--- config.mk ---
export PLATFORM = sky130hd
export DESIGN_NAME = gsqr_ram
export DESIGN_NICKNAME = d
export VERILOG_FILES = /design/src/rtl/gsqr_ram.sv
export SDC_FILE = /design/constraint.sdc
export NUM_CORES = 2
export LEC_CHECK = 0
export BUFFER_PORTS_ARGS = -buffer_cell sky130_fd_sc_hd__buf_2
export CAP_MARGIN = 40
export CORE_MARGIN = 2
export CORE_UTILIZATION = 55
export CTS_CLUSTER_SIZE = 25
export DETAILED_ROUTE_END_ITERATION = 12
export PLACE_DENSITY_LB_ADDON = 0.1
export SLEW_MARGIN = 20
export SYNTH_ARGS = -nofsm -noshare
export SYNTH_HDL_FRONTEND = slang
export SYNTH_SLANG_ARGS = --single-unit
--- constraint.sdc ---
create_clock -name clock -period 4.4 [get_ports clock]
set_input_delay 0.88 -clock clock [delete_from_list [all_inputs] [get_ports clock]]
set_output_delay 0.88 -clock clock [all_outputs]
set_load 0.03 [all_outputs]
--- src/rtl/gsqr_ram.sv ---
// ----------------------------------------------------------------------------
// gsqr_ram
// Generic single-port-write, single-port-read RAM with registered read data.
// ----------------------------------------------------------------------------
`default_nettype none

module gsqr_ram #(
   parameter int WIDTH = 32,
   parameter int DEPTH = 128
) (
   input  wire logic                     clock,
   input  wire logic                     wr_en,
   input  wire logic [$clog2(DEPTH)-1:0] wr_addr,
   input  wire logic [WIDTH-1:0]         wr_data,
   input  wire logic [$clog2(DEPTH)-1:0] rd_addr,
   output logic      [WIDTH-1:0]         rd_data
);

   logic [WIDTH-1:0] mem [DEPTH];

   always_ff @(posedge clock) begin
      if (wr_en) begin
         mem[wr_addr] <= wr_data;
      end
      rd_data <= mem[rd_addr];
   end

endmodule

`default_nettype wire

==> run metrics <==
RePlAce Congestion between 0.8 and 0.9; Die Y-Extent approximately 540 um; Slew HR 0.413; hold crit path type primary input to register; ys async rst share 0; first-pass GRT wire length 576 mm; final core occ 0.636; Cell Area, Synth 0.156 mm^2; area leader, netlist edfxtp_1; Vias 71,700; Finished Cell Area 0.180 mm^2; antenna violations before repair 73; Seq/Total Area, Yosys 0.791; mux share of post-synthesis cell area 0.196; worst slack, placed 0.128 ns; VDD IR max 365 uV; top-area cell type share of the netlist area 0.787; Port-buffer cells 79; Tmin final 3.29 ns; synth warn 0; worst setup margin 1.11 ns; placed cells ~9,900; Highest Clock Rate about 0.30 GHz; Unique masters post-synth 17; CTS H-tree depth 5; Reg area approximately 0.12 mm^2; DP Area 0.166 mm^2; area share of and/or/nand/nor cells after synthesis 0.00446; Std-Cell Rows ~200; Mapped Nets 6,038; area grow syn2layout 14.9%; vias in the first global route 71,600; critical path data arrival time approximately 4.1 ns; Area contributors post-synth edfxtp_1 79%, mux4_2 19%, clkbuf_1 0.44%; core region area 0.283 mm^2; First DRT Iteration DRCs 11,700; Slew Limit Fails 0; largest family of logic cells by synthesized area multiplexers; multi-input logic area approximately 0.032 mm^2; failing checks antenna rules; antenna viol nets, final 1; CTS Sinks roughly 4,100; largest net degree at the start of global routing 77; mean routed wirelength per cell ~39 um; Worst Path Required roughly 5.2 ns; # resized after CTS 0; post-DP HPWL 240 mm; Static Leak 55.4 nW; Slew @ Worst Pin 0.880 ns; Cells after Synth 5,990; RSZ-0062 raised after global routing no; Die Span X 537 um; Post-synth EDFFs between 4,000 and 5,000; Setup Skew 0.0607 ns; CP max FO 17; GRT Resource Usage Total 0.293; fin crit share 0.747; compound-cell area share of the yosys netlist 0; Initial DRT Pass Iterations 5; full die area a little under 0.3 mm^2; critical path class primary input to register; Yosys reg bits around 4,100; Startpoint Class primary input; PwrDens 460 mW/mm^2; worst skew pair latency 0.97 ns; hold_buf cts 0; CTS tree built; Final nets ~6,600; xor/xnor share of the synthesized area 0; Starting Density 0.553; Setup Fix Bufs, Post-CTS 0; final wirelength 416 mm; top post-synthesis cells by count 4,096 x edfxtp_1, 1,344 x mux4_2, 182 x clkbuf_1; GRT Residual Overflow 0; Non-Filler Instances 10,700; layout cells sized above 1 0.373; status complete, but fails checks; crit end category register; Max Cap Viol 0; clk buf depth 4; final setup fails 0; fill count roughly 18,000; Post-Synth Adder-Cell Area 0; Hold Violations, Final 0; Clock transition at path regs 0.06 ns; Root Buffer clkbuf_16; CTS buffer count 408; ys flop type edfxtp_1; Syn Area/Cell 26.1 um^2; Top Ports 80; DRC viols 0; most common cell in the netlist edfxtp_1; Final TNS setup 0 ns; Avg Vias per Cell 6.69
final timing paths:
check / start / endpoint / slack, ns / depth (start not counted)
max: rd_addr[0] / rd_data[16]$_DFF_P_ / 1.11 / 8
min: wr_data[18] / mem[80][18]$_DFFE_PP_ / 0.25 / 1
max reg2reg: mem[29][22]$_DFFE_PP_ / rd_data[22]$_DFF_P_ / 1.68 / 4
min reg2reg: mem[52][26]$_DFFE_PP_ / rd_data[26]$_DFF_P_ / 1.12 / 4
flip-flops by register name (all words and copies together), names as in the netlist:
name / flops
mem: 4096
rd_data: 32
cells in the final DEF (no fill, tap or decap), types with 56 or more instances in the layout:
cell type and instances:
clkbuf_16 413, buf_4 302, clkbuf_1 83, mux4_2 1344, clkinv_2 68, clkinv_1 91
edfxtp_1 4096, nor2_4 119, diode_2 56, buf_12 131
layer usage:
metal  up-vias  GRT usage  share of wire
li1      27700          -              -
met1     39600      0.436           0.39
met2      3936      0.453           0.47
met3       514     0.0607           0.11
met4        22     0.0717          0.027
met5         -          0        0.00032
through the flow:
stage	hold WS, ns	total power [mW]
final	0.253	82.5
after global routing	0.239	84.7
after CTS	0.190	83.0
after detailed placement	1.11	49.0
after global placement	1.10	48.9
after floorplan	0.979	46.5
worst max-delay path, stage by stage:
cell    delay [ns]
buf_12        0.20
buf_12        0.25
buf_12        0.24
buf_4         0.30
mux4_2        0.53
mux4_2        0.60
mux4_2        0.63
mux2_2        0.34
cell families after synthesis:
logic type,after synthesis
muxes,1376
DFF,4128
and+or+nand+nor,170
buffers and inverters,316
power by group:
group	total, mW	switching [mW]	internal (mW)	leakage, nW
combinational	4.53	2.78	1.74	11.9
sequential	43.6	0.199	43.4	37.1
clock	34.4	14.7	19.7	6.45
total	82.5	17.7	64.9	55.4
area by class of cell:
type,count,share of cell area
sequential,4128,0.688
multi-input combinational,1546,0.180
clock buffer,518,0.0610
timing repair buffer,495,0.0313
tap,3743,0.0261
clock inverter,234,0.0127
antenna,56,0.000780
(Power assumes the default switching activity.)
